<file path="config.mk">
export PLATFORM = sky130hd
export DESIGN_NAME = dual_mailbox_bridge_irq
export DESIGN_NICKNAME = d
export VERILOG_FILES = /design/src/design/dmb_pkg.sv /design/src/design/dual_mailbox_bridge_irq.sv /design/src/design/dmb_core.sv
export SDC_FILE = /design/constraint.sdc
export NUM_CORES = 1
export LEC_CHECK = 0
export ABC_AREA = 1
export BUFFER_PORTS_ARGS = -buffer_cell sky130_fd_sc_hd__buf_2
export CAP_MARGIN = 20
export CORE_MARGIN = 2
export CORE_UTILIZATION = 50
export DETAILED_ROUTE_END_ITERATION = 6
export PLACE_DENSITY = 0.72
export SYNTH_ARGS = -nofsm -noshare
export SYNTH_HDL_FRONTEND = slang
export SYNTH_SLANG_ARGS = --single-unit
</file>
<file path="constraint.sdc">
create_clock -name aclk -period 3.76 [get_ports aclk]
set_input_delay 0 -clock aclk [delete_from_list [all_inputs] [get_ports aclk]]
set_output_delay 0 -clock aclk [all_outputs]
set_load 0.05 [all_outputs]
</file>
<file path="src/design/dmb_pkg.sv">
`timescale 1ns / 1ps
// ----------------------------------------------------------------------------
// dmb_pkg
// Shared types and codes for the dual mailbox bridge.
// ----------------------------------------------------------------------------
package dmb_pkg;

    // request kinds
    localparam logic [2:0] CMD_HOST_WR  = 3'd0;
    localparam logic [2:0] CMD_HOST_RD  = 3'd1;
    localparam logic [2:0] CMD_LOCAL_WR = 3'd2;
    localparam logic [2:0] CMD_LOCAL_RD = 3'd3;
    localparam logic [2:0] CMD_TIMER_A  = 3'd4;
    localparam logic [2:0] CMD_TIMER_B  = 3'd5;

    // register offsets
    localparam logic [3:0] OFF_OUT_DATA = 4'd0;
    localparam logic [3:0] OFF_IN_DATA  = 4'd1;
    localparam logic [3:0] OFF_STATUS   = 4'd2;
    localparam logic [3:0] OFF_BITSET   = 4'd3;
    localparam logic [1:0] OFF_TCR_HI   = 2'b10;  // offsets 8..11
    localparam logic [1:0] OFF_TSR_HI   = 2'b11;  // offsets 12..15

    // bit-set selects
    localparam logic [2:0] SEL_HOST_OUT_RXEN  = 3'd4;
    localparam logic [2:0] SEL_HOST_IN_TXEN   = 3'd2;
    localparam logic [2:0] SEL_LOCAL_OUT_TXEN = 3'd6;
    localparam logic [2:0] SEL_LOCAL_IN_RXEN  = 3'd2;
    localparam logic [2:0] SEL_LOCAL_SHARED   = 3'd5;

    localparam logic [7:0] TCR_GATE_MASK = 8'hC0;
    localparam logic [7:0] TSR_FIXED     = 8'h7C;
    localparam logic [7:0] RDATA_IDLE    = 8'hFF;
    localparam int         MODE_BIT      = 7;
    localparam int         TCR_EN_A_BIT  = 2;
    localparam int         TCR_EN_B_BIT  = 3;

    typedef struct packed {
        logic [2:0] cmd;
        logic [3:0] reg_offset;
        logic [7:0] wdata;
    } item_t;

    typedef struct packed {
        logic [7:0] rdata;
        logic       host_irq;
        logic       local_irq;
    } result_t;

endpackage

</file>
<file path="src/design/dual_mailbox_bridge_irq.sv">
`timescale 1ns / 1ps
// ----------------------------------------------------------------------------
// dual_mailbox_bridge_irq
// Host/local mailbox bridge with interrupt and timer pending state.
// ----------------------------------------------------------------------------
// Each request (host or local register access, or a timer expiry) yields one
// response holding the read byte and both interrupt levels after the request.
// One request per cycle is sustained while m_tready stays high; a request is
// held first in the input register, then the state update and read mux feed
// the response register. The response register holds while m_tready is low
// and the input register still takes a new request when the response moves
// on in the same cycle.
module dual_mailbox_bridge_irq (
    input  logic        aclk,
    input  logic        aresetn,
    input  logic        s_tvalid,
    output logic        s_tready,
    input  logic [15:0] s_tdata,   // [3:0] reg_offset, [11:4] wdata, [15:12] zero
    input  logic [2:0]  s_tuser,   // [2:0] cmd
    output logic        m_tvalid,
    input  logic        m_tready,
    output logic [15:0] m_tdata    // [7:0] rdata, [8] host_irq, [9] local_irq, [15:10] zero
);

    logic             in_valid_reg;
    dmb_pkg::item_t   in_item_reg;
    logic             out_valid_reg;
    dmb_pkg::result_t out_res_reg;
    dmb_pkg::result_t core_res;
    logic             fire;

    assign fire     = in_valid_reg & (~out_valid_reg | m_tready);
    assign s_tready = ~in_valid_reg | fire;

    dmb_core u_core (
        .aclk    (aclk),
        .aresetn (aresetn),
        .fire    (fire),
        .item    (in_item_reg),
        .result  (core_res)
    );

    always_ff @(posedge aclk) begin
        if (!aresetn) begin
            in_valid_reg <= 1'b0;
        end else if (s_tready) begin
            in_valid_reg <= s_tvalid;
        end
    end

    always_ff @(posedge aclk) begin
        if (s_tready && s_tvalid) begin
            in_item_reg.cmd        <= s_tuser;
            in_item_reg.reg_offset <= s_tdata[3:0];
            in_item_reg.wdata      <= s_tdata[11:4];
        end
    end

    always_ff @(posedge aclk) begin
        if (!aresetn) begin
            out_valid_reg <= 1'b0;
        end else if (~out_valid_reg | m_tready) begin
            out_valid_reg <= in_valid_reg;
        end
    end

    always_ff @(posedge aclk) begin
        if (fire) begin
            out_res_reg <= core_res;
        end
    end

    assign m_tvalid = out_valid_reg;
    assign m_tdata  = {6'b000000, out_res_reg.local_irq, out_res_reg.host_irq,
                       out_res_reg.rdata};

endmodule

</file>
<file path="src/design/dmb_core.sv">
`timescale 1ns / 1ps
// ----------------------------------------------------------------------------
// dmb_core
// Mailbox, flag and timer state with the per-request update and read mux.
// ----------------------------------------------------------------------------
module dmb_core (
    input  logic            aclk,
    input  logic            aresetn,
    input  logic            fire,
    input  dmb_pkg::item_t  item,
    output dmb_pkg::result_t result
);

    logic [7:0] in_byte_reg,  in_byte_next;
    logic       in_full_reg,  in_full_next;
    logic       in_rxen_reg,  in_rxen_next;
    logic       in_txen_reg,  in_txen_next;
    logic [7:0] out_byte_reg, out_byte_next;
    logic       out_full_reg, out_full_next;
    logic       out_rxen_reg, out_rxen_next;
    logic       out_txen_reg, out_txen_next;
    logic       shared_reg,   shared_next;
    logic [7:0] tcr_reg,      tcr_next;
    logic [1:0] pend_reg,     pend_next;

    logic       in_rx_int, in_tx_int, out_rx_int, out_tx_int, host_src;
    logic       bitset_ok;
    logic [2:0] sel;
    logic [7:0] rdata;

    assign in_rx_int  = in_full_reg & in_rxen_reg;
    assign in_tx_int  = ~in_full_reg & in_txen_reg;
    assign out_rx_int = out_full_reg & out_rxen_reg;
    assign out_tx_int = ~out_full_reg & out_txen_reg;
    assign host_src   = (pend_reg != 2'b00) | in_tx_int | out_rx_int;

    assign bitset_ok = (item.reg_offset == dmb_pkg::OFF_BITSET)
                     & ~item.wdata[dmb_pkg::MODE_BIT];
    assign sel       = item.wdata[3:1];

    always_comb begin
        in_byte_next  = in_byte_reg;
        in_full_next  = in_full_reg;
        in_rxen_next  = in_rxen_reg;
        in_txen_next  = in_txen_reg;
        out_byte_next = out_byte_reg;
        out_full_next = out_full_reg;
        out_rxen_next = out_rxen_reg;
        out_txen_next = out_txen_reg;
        shared_next   = shared_reg;
        tcr_next      = tcr_reg;
        pend_next     = pend_reg;
        rdata         = dmb_pkg::RDATA_IDLE;

        case (item.cmd)
            dmb_pkg::CMD_HOST_WR: begin
                if (item.reg_offset == dmb_pkg::OFF_IN_DATA) begin
                    in_byte_next = item.wdata;
                    in_full_next = 1'b1;
                end else if (bitset_ok) begin
                    if (sel == dmb_pkg::SEL_HOST_OUT_RXEN) begin
                        out_rxen_next = item.wdata[0];
                    end else if (sel == dmb_pkg::SEL_HOST_IN_TXEN) begin
                        in_txen_next = item.wdata[0];
                    end
                end else if (item.reg_offset[3:2] == dmb_pkg::OFF_TCR_HI) begin
                    tcr_next  = item.wdata;
                    pend_next = pend_reg & item.wdata[1:0];
                end
            end
            dmb_pkg::CMD_HOST_RD: begin
                if (item.reg_offset == dmb_pkg::OFF_OUT_DATA) begin
                    rdata         = out_byte_reg;
                    out_full_next = 1'b0;
                end else if (item.reg_offset == dmb_pkg::OFF_IN_DATA) begin
                    rdata = in_byte_reg;
                end else if (item.reg_offset == dmb_pkg::OFF_STATUS) begin
                    rdata = {shared_reg, 1'b0, out_full_reg, out_rxen_reg,
                             out_rx_int, in_txen_reg, ~in_full_reg, in_tx_int};
                end else if (item.reg_offset[3:2] == dmb_pkg::OFF_TSR_HI) begin
                    rdata = dmb_pkg::TSR_FIXED | {host_src, 5'b00000, pend_reg};
                end
            end
            dmb_pkg::CMD_LOCAL_WR: begin
                if (item.reg_offset == dmb_pkg::OFF_OUT_DATA) begin
                    out_byte_next = item.wdata;
                    out_full_next = 1'b1;
                end else if (bitset_ok) begin
                    if (sel == dmb_pkg::SEL_LOCAL_OUT_TXEN) begin
                        out_txen_next = item.wdata[0];
                    end else if (sel == dmb_pkg::SEL_LOCAL_IN_RXEN) begin
                        in_rxen_next = item.wdata[0];
                    end else if (sel == dmb_pkg::SEL_LOCAL_SHARED) begin
                        shared_next = item.wdata[0];
                    end
                end
            end
            dmb_pkg::CMD_LOCAL_RD: begin
                if (item.reg_offset == dmb_pkg::OFF_OUT_DATA) begin
                    rdata = out_byte_reg;
                end else if (item.reg_offset == dmb_pkg::OFF_IN_DATA) begin
                    rdata        = in_byte_reg;
                    in_full_next = 1'b0;
                end else if (item.reg_offset == dmb_pkg::OFF_STATUS) begin
                    rdata = {~out_full_reg, out_txen_reg, shared_reg, 1'b0,
                             out_tx_int, in_rxen_reg, in_full_reg, in_rx_int};
                end
            end
            dmb_pkg::CMD_TIMER_A: begin
                if (tcr_reg[dmb_pkg::TCR_EN_A_BIT]) begin
                    pend_next[0] = 1'b1;
                end
            end
            dmb_pkg::CMD_TIMER_B: begin
                if (tcr_reg[dmb_pkg::TCR_EN_B_BIT]) begin
                    pend_next[1] = 1'b1;
                end
            end
            default: begin
            end
        endcase
    end

    // interrupt levels reflect the state after this request
    always_comb begin
        result.rdata     = rdata;
        result.host_irq  = ((pend_next != 2'b00) | (~in_full_next & in_txen_next)
                           | (out_full_next & out_rxen_next))
                         & ((tcr_next & dmb_pkg::TCR_GATE_MASK) == dmb_pkg::TCR_GATE_MASK);
        result.local_irq = (in_full_next & in_rxen_next) | (~out_full_next & out_txen_next);
    end

    always_ff @(posedge aclk) begin
        if (!aresetn) begin
            in_byte_reg  <= 8'h00;
            in_full_reg  <= 1'b0;
            in_rxen_reg  <= 1'b0;
            in_txen_reg  <= 1'b0;
            out_byte_reg <= 8'h00;
            out_full_reg <= 1'b0;
            out_rxen_reg <= 1'b0;
            out_txen_reg <= 1'b0;
            shared_reg   <= 1'b0;
            tcr_reg      <= 8'h00;
            pend_reg     <= 2'b00;
        end else if (fire) begin
            in_byte_reg  <= in_byte_next;
            in_full_reg  <= in_full_next;
            in_rxen_reg  <= in_rxen_next;
            in_txen_reg  <= in_txen_next;
            out_byte_reg <= out_byte_next;
            out_full_reg <= out_full_next;
            out_rxen_reg <= out_rxen_next;
            out_txen_reg <= out_txen_next;
            shared_reg   <= shared_next;
            tcr_reg      <= tcr_next;
            pend_reg     <= pend_next;
        end
    end

endmodule

</file>
Word level (Yosys, flattened, before mapping)
Index checks and enable logic that the tools add are counted.

Bits in registers: 60. Input port bits: 23. Output and inout bits: 18. Logic and storage cells: 119.

Eq/ne operators: 15. Mux-type cells: 44. Bitwise operators: 31. Reduce and logical (&&, ||, !) cells: 9.

Operator list (count): $mux 8 (11); $mux 1 (25); $pmux 8 s2 (1); $eq 3x3->1 const B (5); $not 1->1 (12); $and 1x1->1 (11); $eq 3x2->1 const B (3); $eq 4x2->1 const B (2); $pmux 1 s2 (4); $or 1x1->1 (7); $reduce_and 7->1 (1); $eq 2x2->1 const B (3); $mux 2 (3); $reduce_and 3->1 (2); $reduce_and 5->1 (1); $eq 4x1->1 const B (1); $logic_not 4->1 (1); $reduce_bool 2->1 (2); $eq 3x1->1 const B (1); $logic_not 3->1 (1); $and 2x2->2 (1); $logic_and 1x1->1 (1).

Longest topological paths before layout
Gate-level depths: netlist (run 1).

Word-level depth: 10. Mapped depth: 11. Mapped depth without buffers: 11.

Cells and area by module
Synthesis (run 1) repeated with hierarchy kept, for this count alone.

Cell total of the unflattened synthesis: 309. Area total of the unflattened synthesis: 2636.3 µm².

Modules (own cells, without submodules): dmb_core (instances 1, cells an instance 264, area an instance 1741.7 µm², sequential area each 580.6 µm²); dual_mailbox_bridge_irq (instances 1, cells an instance 45, area an instance 894.6 µm², sequential area each 790.8 µm²).

Worst setup path before layout (run 1)
Ideal clock, no wire load.

Path kind: register to register. From: register out_valid_reg, in the netlist m_tvalid. To: register in_item_reg[0] in the netlist's numbering (enable). Setup time: 311 ps. Arrival time: 1604 ps. Data required time: 3449 ps. Slack: 1845 ps. Stages on the path, launching flop included: 4. Path buffers: 0. Period minus slack after synthesis: 1915 ps. Cell sequence: dfxtp_1 nand3_1 nand2_1 inv_1.

Word-level cells in the longest chain between the ends: 5.

RTL lines: start: declaration (RTL line dual_mailbox_bridge_irq.sv:27) `logic out_valid_reg;`; start signal: assignment (RTL line dual_mailbox_bridge_irq.sv:63) `out_valid_reg <= in_valid_reg;`; $not 1->1 (RTL line dual_mailbox_bridge_irq.sv:32) `assign fire = in_valid_reg & (~out_valid_reg | m_tready);`; $or 1x1->1 (RTL line dual_mailbox_bridge_irq.sv:32); $and 1x1->1 (RTL line dual_mailbox_bridge_irq.sv:32); $or 1x1->1 (RTL line dual_mailbox_bridge_irq.sv:33) `assign s_tready = ~in_valid_reg | fire;`; via s_tready (RTL line dual_mailbox_bridge_irq.sv:17) `output logic s_tready,`; $logic_and 1x1->1 (RTL line dual_mailbox_bridge_irq.sv:52) `if (s_tready && s_tvalid) begin`; end: declaration (RTL line dual_mailbox_bridge_irq.sv:26) `dmb_pkg::item_t in_item_reg;`.

The timed path passes the listed nets, and every way through them passes these cells. A chain may end at the register's enable or synchronous reset.

Worst setup path in the final report (run 1)
From: input port m_tready. To: register u_core.in_byte_reg[5].

Word-level cells in the longest chain between the ends: 3.

RTL lines: start: declaration (RTL line dual_mailbox_bridge_irq.sv:21) `input logic m_tready,`; $or 1x1->1 (RTL line dual_mailbox_bridge_irq.sv:32); $and 1x1->1 (RTL line dual_mailbox_bridge_irq.sv:32); $reduce_and 3->1 (no source line); end signal: assignment (RTL line dmb_core.sv:147) `in_byte_reg <= in_byte_next;`; end: declaration (RTL line dmb_core.sv:14) `logic [7:0] in_byte_reg, in_byte_next;`.

Every way passes these cells.

==> flow_summary_export.csv, run 1 <==
group,metric,value,unit
status,status,"finished clean",
worst_setup_path,reg2reg_depth,6,
timing,relSlewSlack,64.1,%
timing,setup-violations-final,0,
cts,cts_root_buffer,"clkbuf_8",
worst_setup_path,path_cells,"dlygate4sd3_1, buf_2, inv_1, nand2_1, nand2_1, inv_2, nand4_2, o21ai_0, a21oi_1",
routing,drc,0,
placement,gp_congestion,0.880,
logic_synthesis,synth_top_cell_by_area,"edfxtp_1",
routing,drt_iter0_drc,171,
grt,antenna_found_initial,0,
final_layout,fin_nets,382,
timing,report.final.slew_viol_count,0,
timing,hold-worst-slack,0.110,ns
final_layout,drive_gt1_share,16.4,%
final_layout,layout_common_cells,"nand2_1 (50), inv_1 (37), o21ai_0 (32)",
logic_synthesis,synth_top_area_share,28.9,%
worst_setup_path,r2r_slack,1.70,ns
timing,rsz0062_at_grt,"no",
floorplan,io_pins,41,
timing,period_share,54.8,%
logic_synthesis,synth-seq-cells,56,
logic_synthesis,ys_seq_area_share,52.8,%
logic_synthesis,avgSynthCellArea,8.34,um^2
cts,cts.sinks,56,
cts,htreeDepth,2,
worst_setup_path,critPathSlowestCell,"dlygate4sd3_1",
routing,viasPerCell,5.01,
routing,antenna_left,0,
cts,path_clk_slew,0.10,ns
placement,place_ws,1.76,ns
logic_synthesis,yosys_warnings,0,
min_path,min_from,"aresetn",
power_and_ir_drop,power_leakage,1.23,nW
final_layout,layout_commonest_cell,"nand2_1",
routing,wl_per_cell,13.2,um
floorplan,core_area,0.00504,mm^2
worst_setup_path,cp_num_cells,9,
final_layout,nFillCells,449,
final_layout,diodes,0,
floorplan,die_w,76.0,um
floorplan,die_h,76.0,um
floorplan,num_rows,26,
min_path,min_delay_worst_endpoint,"u_core.out_txen_reg",
worst_setup_path,r2r_start,"m_tvalid",
routing,dr_total_vias,2150,
min_path,hold_class,"input port to flop",
routing,wl,5660,um
placement,postPlaceCellArea,0.00278,mm^2
grt,grt_pass1_wl,9580,um
final_layout,fin_area,0.00303,mm^2
timing,min_period,2.06,ns
worst_setup_path,path_max_fanout,22,
placement,portBuffers,30,
cts,clockBufferDepth,2,
cts,cts_tree,"built",
final_layout,syn_to_final_growth,16.7,%
grt,track_usage,21.0,%
worst_setup_path,arrival,2.25,ns
logic_synthesis,synth.distinct_cells,33,
min_path,whs_path_depth,3,
worst_setup_path,critical_path.most_common_cell,"nand2_1",
run,max_cap_violations,0,
worst_setup_path,max_stage_delay,0.52,ns
worst_setup_path,startpoint_type,"input port",
grt,grt_pass1_vias,2028,
worst_setup_path,critPathBufInv,4,
worst_setup_path,crit_type,"input port to flop",
timing,finClkSkew,0.00834,ns
timing,finalHoldViolations,0,
timing,max_freq,485,MHz
worst_setup_path,critPathTopFamily,"buffers and inverters",
power_and_ir_drop,powerDensity,373,mW/mm^2
timing,finalWorstSetupSlack,1.70,ns
timing,fin_tns_setup,0,ns
grt,gr-total-overflow,0,
logic_synthesis,synth_area_leaders,"edfxtp_1 (29%), dfxtp_1 (24%), nand2_1 (7.2%)",
worst_setup_path,endpoint_kind,"flop",
floorplan,dieArea,0.00578,mm^2
power_and_ir_drop,irDropWorstVdd,0.242,mV
routing,drtPass1Iterations,4,
logic_synthesis,syn_inst,311,
grt,grt_max_degree,25,
timing,tightest_slew,0.538,ns
worst_setup_path,crit_required,3.95,ns
logic_synthesis,syn_area,0.00259,mm^2
placement,dp_hpwl,4030,um
cts,clk_latency,0.31,ns
worst_setup_path,timing.rr.end,"u_core.in_byte_reg[5]",
cts,cts_made_buffers,5,
final_layout,largest_reg_flops,15,
floorplan,start_util,51.5,%
synth_stat cells:
master     number
o21bai_1        1
buf_4           7
o211ai_1        7
clkinv_1        1
o21ai_0        32
edfxtp_1       25
nor2_4          3
o22ai_1         1
inv_1          37
o31ai_1         1
o21ai_1         9
o2111ai_1       1
nand3_1        16
inv_2           8
or2_2           3
a211oi_2        1
nor2_1         30
nand4_2         1
nor3_1          4
dfxtp_1        31
conb_1          1
nand3b_1        1
a211oi_1        1
buf_2           2
nor2_2          4
a21oi_1        25
o221ai_1        1
nand2_2         2
nand3_2         1
nand4_1         1
clkbuf_1        2
a221oi_1        1
nand2_1        50
through the flow:
stage	utilization (%)	instances	power, mW
floorplan	-	316	0.784
global placement	55.2	405	0.814
detailed placement	55.2	405	0.815
CTS	60.1	429	1.13
global route	60.1	429	1.18
finish	60.1	429	1.13
final cells by class:
cell class	instances	area [um^2]	share of cell area [%]
Tap cell	70	87.6	2.89
Timing Repair Buffer	47	320	10.6
Multi-Input combinational cell	203	1000	33.0
Sequential cell	56	1370	45.3
Inverter	46	173	5.70
Clock inverter	1	5.00	0.165
Clock buffer	6	72.6	2.40
kinds of logic (layout without fill, tap and decap cells):
kind of cell / Yosys count / after routing / synth area share [%]
other: 1 / 6 / 0.145
buffers and inverters: 57 / 100 / 9.35
AND/OR/NAND/NOR: 116 / 116 / 20.3
flip-flops: 56 / 56 / 52.8
AO/OA/AOI/OAI: 81 / 81 / 17.4
tightest hold or removal path, stage by stage:
cell and delay [ns]:
buf_2 0.22, o21ai_0 0.12, a21oi_1 0.04
layer usage:
metal / GRT usage, % / vias up / part of all wire [%]
met3: 6.64 / 10 / 8.2
met5: 0 / - / 0
li1: - / 1118 / -
met4: 9.64 / 0 / 2.0
met1: 26.9 / 929 / 43
met2: 32.8 / 93 / 47
where the power goes:
part           total, mW  internal (mW)  leakage [nW]  switching (mW)
clock              0.313          0.127        0.0410           0.185
combinational      0.140         0.0453         0.710          0.0951
sequential         0.676          0.659         0.480          0.0174
total               1.13          0.831          1.23           0.298
how the worst max path moves through the flow:
| stage | from | end |
|---|---|---|
| after detailed placement | m_tvalid | u_core.in_byte_reg[5] |
| after global routing | m_tvalid | u_core.in_byte_reg[1] |
| after CTS | m_tvalid | u_core.in_byte_reg[5] |
| after global placement | m_tvalid | u_core.in_byte_reg[5] |
| after floorplan | m_tvalid | in_item_reg[0] |
| final | m_tready | u_core.in_byte_reg[5] |
timing repair:
item / 4_1_cts / 5_1_grt
buffers inserted: 0 / 0
resized for setup: 0 / 0
hold buffers: 17 / 0
hold endpoints to repair: 17 / 0
Power figures use the tool's default switching activity.
==> run 2: changes to the inputs <==
==> constraint.sdc (replaced) <==
create_clock -name aclk -period 1.95 [get_ports aclk]
set_input_delay 0 -clock aclk [delete_from_list [all_inputs] [get_ports aclk]]
set_output_delay 0 -clock aclk [all_outputs]
set_load 0.05 [all_outputs]
==> flow_summary_export.csv, run 2 (synthesized netlist as in run 1, its figures left out) <==
group,metric,value,unit
timing,finalHoldViolations,0,
worst_setup_path,critPathBufInv,1,
routing,dr_total_vias,2217,
cts,cts.sinks,56,
timing,period_share,93.0,%
final_layout,drive_gt1_share,17.4,%
final_layout,layout_commonest_cell,"nand2_1",
final_layout,syn_to_final_growth,18.6,%
worst_setup_path,path_cells,"inv_1, nand2_1, nor2_4, nand4_2, o21ai_0, a21oi_1",
final_layout,layout_common_cells,"nand2_1 (50), inv_1 (37), o21ai_0 (32)",
routing,drc,0,
timing,finClkSkew,0.00534,ns
floorplan,num_rows,26,
grt,grt_pass1_vias,1915,
grt,grt_pass1_wl,9180,um
timing,max_freq,552,MHz
worst_setup_path,endpoint_kind,"flop",
routing,drtPass1Iterations,5,
worst_setup_path,max_stage_delay,0.47,ns
power_and_ir_drop,irDropWorstVdd,0.680,mV
cts,htreeDepth,2,
worst_setup_path,startpoint_type,"flop",
floorplan,die_w,76.0,um
timing,setup-violations-final,0,
worst_setup_path,critPathSlowestCell,"edfxtp_1",
cts,cts_made_buffers,5,
grt,antenna_found_initial,0,
floorplan,io_pins,41,
routing,wl_per_cell,13.3,um
timing,rsz0062_at_grt,"no",
floorplan,dieArea,0.00578,mm^2
final_layout,diodes,0,
routing,drt_iter0_drc,169,
worst_setup_path,critPathTopFamily,"simple AND/OR/NAND/NOR gates",
cts,clk_latency,0.30,ns
min_path,hold_class,"input port to flop",
timing,tightest_slew,0.524,ns
timing,fin_tns_setup,0,ns
cts,cts_tree,"built",
final_layout,fin_nets,384,
floorplan,core_area,0.00504,mm^2
worst_setup_path,arrival,1.99,ns
placement,gp_congestion,0.908,
floorplan,start_util,51.5,%
routing,wl,5750,um
timing,report.final.slew_viol_count,0,
final_layout,largest_reg_flops,15,
worst_setup_path,crit_type,"flop to flop",
worst_setup_path,path_max_fanout,16,
timing,min_period,1.81,ns
routing,viasPerCell,5.13,
grt,track_usage,19.9,%
cts,cts_root_buffer,"clkbuf_8",
power_and_ir_drop,power_leakage,1.25,nW
grt,grt_max_degree,25,
routing,antenna_left,0,
grt,gr-total-overflow,0,
cts,path_clk_slew,0.10,ns
final_layout,finish.utilization,61.0,%
worst_setup_path,crit_required,2.13,ns
cts,cts-resized-gates,0,
cts,clockBufferDepth,2,
power_and_ir_drop,powerDensity,756,mW/mm^2
placement,portBuffers,30,
run,max_cap_violations,0,
timing,relSlewSlack,65.0,%
placement,dp_hpwl,4050,um
status,status,"finished clean",
floorplan,die_h,76.0,um
run 2: changes by cell type in the layout (fill, tap and decap cells not counted), sizes merged:
| cell | before | now |
|---|---|---|
| buf | 30 | 32 |
| bufinv | 0 | 1 |
| clkbuf | 6 | 5 |
| clkinvlp | 0 | 1 |
run 2: power breakdown:
| group | leakage [nW] | switching, mW | internal [mW] | total [mW] |
|---|---|---|---|---|
| registers | 0.480 | 0.0365 | 1.27 | 1.31 |
| clock network | 0.0541 | 0.367 | 0.380 | 0.748 |
| logic | 0.719 | 0.183 | 0.0907 | 0.274 |
run 2: final timing paths:
kind	slack [ns]	depth (start not counted)	to	from
setup / recovery	0.14	6	u_core.in_byte_reg[0]	in_item_reg[9]
hold / removal	0.13	3	u_core.out_txen_reg	aresetn
setup reg to reg	0.14	6	u_core.in_byte_reg[0]	in_item_reg[9]
hold reg to reg	0.46	2	u_core.in_byte_reg[4]	u_core.in_byte_reg[4]
run 2: area by class of cell:
type,instances,area (um^2)
clock buffer,5,68.8
clock inverter,3,42.5
fill,439,1960
inverter,46,173
multi-input combinational,203,1000
sequential,56,1370
tap,70,87.6
timing repair buffer,49,335
run 2: worst min-delay path: cells and delay by family:
family / cells / cell delay [ns]
buf+inv: 1 / 0.23
compound gates: 2 / 0.16
run 2: routing by layer:
layer	wire length [um]	global-route usage [%]
met5	0	0
met2	2760	33.9
met1	2640	26.5
met3	275	2.84
met4	73	6.18
run 2: per-stage QoR:
stage / power (mW) / setup slack, ns / cells / area, um^2 / hold WS, ns
3_3_place_gp: 1.57 / 0.244 / 407 / 2800 / 0.176
3_5_place_dp: 1.58 / 0.239 / 407 / 2800 / 0.178
2_1_floorplan: 1.51 / 0.0350 / 316 / 2610 / 0.0989
4_1_cts: 2.34 / 0.193 / 432 / 3080 / 0.114
6_report: 2.33 / 0.137 / 432 / 3080 / 0.132
5_1_grt: 2.41 / 0.0407 / 432 / 3080 / 0.142
run 2: timing repair:
action                    in CTS  in global routing
hold endpoints to repair      17                  0
hold buffers                  17                  0
setup buffers                  0                  0
==> run 3: changes to the inputs <==
--- a/config.mk
+++ b/config.mk
@@ -8,7 +8,6 @@
 export ABC_AREA = 1
 export BUFFER_PORTS_ARGS = -buffer_cell sky130_fd_sc_hd__buf_2
 export CAP_MARGIN = 20
-export CORE_MARGIN = 2
 export CORE_UTILIZATION = 50
 export DETAILED_ROUTE_END_ITERATION = 6
 export PLACE_DENSITY = 0.72
==> constraint.sdc (replaced) <==
create_clock -name aclk -period 1.95 [get_ports aclk]
set_input_delay 0 -clock aclk [delete_from_list [all_inputs] [get_ports aclk]]
set_output_delay 0 -clock aclk [all_outputs]
set_load 0.1 [all_outputs]
==> flow_summary_export.csv, run 3 (synthesized netlist as in run 1, its figures left out) <==
group,metric,value,unit
final_layout,syn_to_final_growth,18.1,%
status,status,"finished clean",
power_and_ir_drop,p_switching,0.628,mW
cts,path_clk_slew,0.09,ns
grt,antenna_found_initial,0,
routing,drc,0,
timing,finalWorstSetupSlack,0.203,ns
worst_setup_path,crit_required,2.01,ns
timing,tightest_slew,0.516,ns
worst_setup_path,endpoint_kind,"flop",
cts,cts_made_buffers,5,
timing,fin_tns_setup,0,ns
min_path,min_delay_worst_endpoint,"m_tvalid",
grt,grt_pass1_vias,2060,
placement,dp_hpwl,4090,um
worst_setup_path,startpoint_type,"flop",
routing,antenna_left,0,
grt,grt_max_degree,25,
cts,clk_latency,0.31,ns
timing,rsz0062_at_grt,"no",
routing,wl,5720,um
worst_setup_path,max_stage_delay,0.55,ns
worst_setup_path,path_max_fanout,7,
worst_setup_path,arrival,1.81,ns
worst_setup_path,reg2reg_depth,10,
routing,drt_iter0_drc,245,
placement,place_ws,0.229,ns
timing,finClkSkew,0.0108,ns
worst_setup_path,path_cells,"nor2_4, nand2_2, nor2_4, nand2_1, nand2_1, inv_2, nor2_1, nand2_1, nor2_1, nor2_1",
floorplan,die_w,74.0,um
timing,report.final.slew_viol_count,0,
grt,grt_pass1_wl,9330,um
power_and_ir_drop,internal_power,1.62,mW
routing,viasPerCell,5.18,
timing,min_period,1.75,ns
power_and_ir_drop,powerDensity,732,mW/mm^2
power_and_ir_drop,p_clk_share,27.0,%
timing,period_share,89.6,%
floorplan,io_pins,41,
routing,wl_per_cell,13.3,um
cts,cts-resized-gates,0,
run,max_cap_violations,0,
power_and_ir_drop,irDropWorstVdd,0.428,mV
final_layout,diodes,0,
floorplan,start_util,53.5,%
final_layout,layout_common_cells,"nand2_1 (50), inv_1 (37), o21ai_0 (32)",
final_layout,fin_nets,385,
worst_setup_path,crit_type,"flop to flop",
timing,setup-violations-final,0,
timing,finalHoldViolations,0,
timing,relSlewSlack,65.5,%
routing,dr_total_vias,2229,
power_and_ir_drop,power_leakage,1.25,nW
placement,gp_congestion,0.910,
floorplan,num_rows,25,
grt,gr-total-overflow,0,
cts,htreeDepth,2,
power_and_ir_drop,sw_frac_of_total,28.0,%
final_layout,largest_reg_flops,15,
min_path,hold_class,"input port to flop",
timing,max_freq,573,MHz
floorplan,core_area,0.00485,mm^2
min_path,whs_path_depth,4,
min_path,min_from,"m_tready",
final_layout,layout_commonest_cell,"nand2_1",
floorplan,dieArea,0.00548,mm^2
cts,cts_tree,"built",
cts,clockBufferDepth,2,
grt,track_usage,23.0,%
worst_setup_path,r2r_slack,0.20,ns
worst_setup_path,critPathSlowestCell,"edfxtp_1",
cts,cts.sinks,56,
power_and_ir_drop,seqPwrFrac,58.3,%
floorplan,die_h,74.0,um
final_layout,drive_gt1_share,17.6,%
worst_setup_path,r2r_start,"in_item_reg[13]",
routing,drtPass1Iterations,7,
cts,cts_root_buffer,"clkbuf_8",
worst_setup_path,timing.rr.end,"m_tdata[8]",
placement,portBuffers,30,
power_and_ir_drop,pwr-share-comb,14.8,%
run 3: power by group through the flow:
| stage | Combinational, mW | Clock, mW | Sequential [mW] |
|---|---|---|---|
| final | 0.331 | 0.605 | 1.31 |
| after global routing | 0.359 | 0.661 | 1.31 |
| after CTS | 0.327 | 0.611 | 1.31 |
| after detailed placement | 0.301 | 0 | 1.33 |
| after global placement | 0.299 | 0 | 1.33 |
| after floorplan | 0.191 | 0 | 1.38 |
run 3: area by class of cell:
| type | count | area (um^2) |
|---|---|---|
| Multi-Input combinational cell | 203 | 1010 |
| Clock inverter | 1 | 5.00 |
| Sequential cell | 56 | 1370 |
| Timing Repair Buffer | 50 | 343 |
| Clock buffer | 7 | 76.3 |
| Tap cell | 67 | 83.8 |
| Fill cell | 413 | 1780 |
| Inverter | 46 | 173 |
run 3: repair_timing:
action                    in CTS  in global routing
buffers inserted               0                  0
hold endpoints to repair      16                  0
hold buffers                  17                  0
run 3: per-layer routing:
metal	part of all wire, %	track usage [%]	vias up
met2	44	36.0	91
met5	0	0	-
li1	-	-	1135
met1	47	30.1	988
met3	6.6	5.15	15
met4	2.4	11.8	0
run 3: worst max-delay path by stage:
stage,from,endpoint,slack [ns],depth (start not counted)
2_1_floorplan,m_tvalid,in_item_reg[0],0.21,3
3_3_place_gp,in_item_reg[11],m_tdata[5],0.25,8
3_5_place_dp,in_item_reg[13],m_tdata[8],0.23,10
4_1_cts,in_item_reg[13],m_tdata[8],0.22,10
5_1_grt,in_item_reg[10],m_tdata[5],0.03,8
6_report,in_item_reg[13],m_tdata[8],0.20,10
run 3: critical path, delay by kind of cell, from the launching register on:
family        cells  cell delay (ns)
buf+inv           1             0.03
flops             1             0.55
simple gates      9             0.93
run 3: through the flow:
| step | std cells | cell area [um^2] | total power, mW | utilization [%] | hold slack, ns |
|---|---|---|---|---|---|
| 5_1_grt | 430 | 3070 | 2.33 | 63.2 | 0.0304 |
| 2_1_floorplan | 316 | 2630 | 1.57 | - | 0.0989 |
| 4_1_cts | 430 | 3070 | 2.24 | 63.2 | 0.00987 |
| 6_report | 430 | 3070 | 2.24 | 63.2 | 0.0161 |
| 3_3_place_gp | 405 | 2810 | 1.63 | 58.0 | 0.176 |
| 3_5_place_dp | 405 | 2810 | 1.63 | 58.0 | 0.178 |
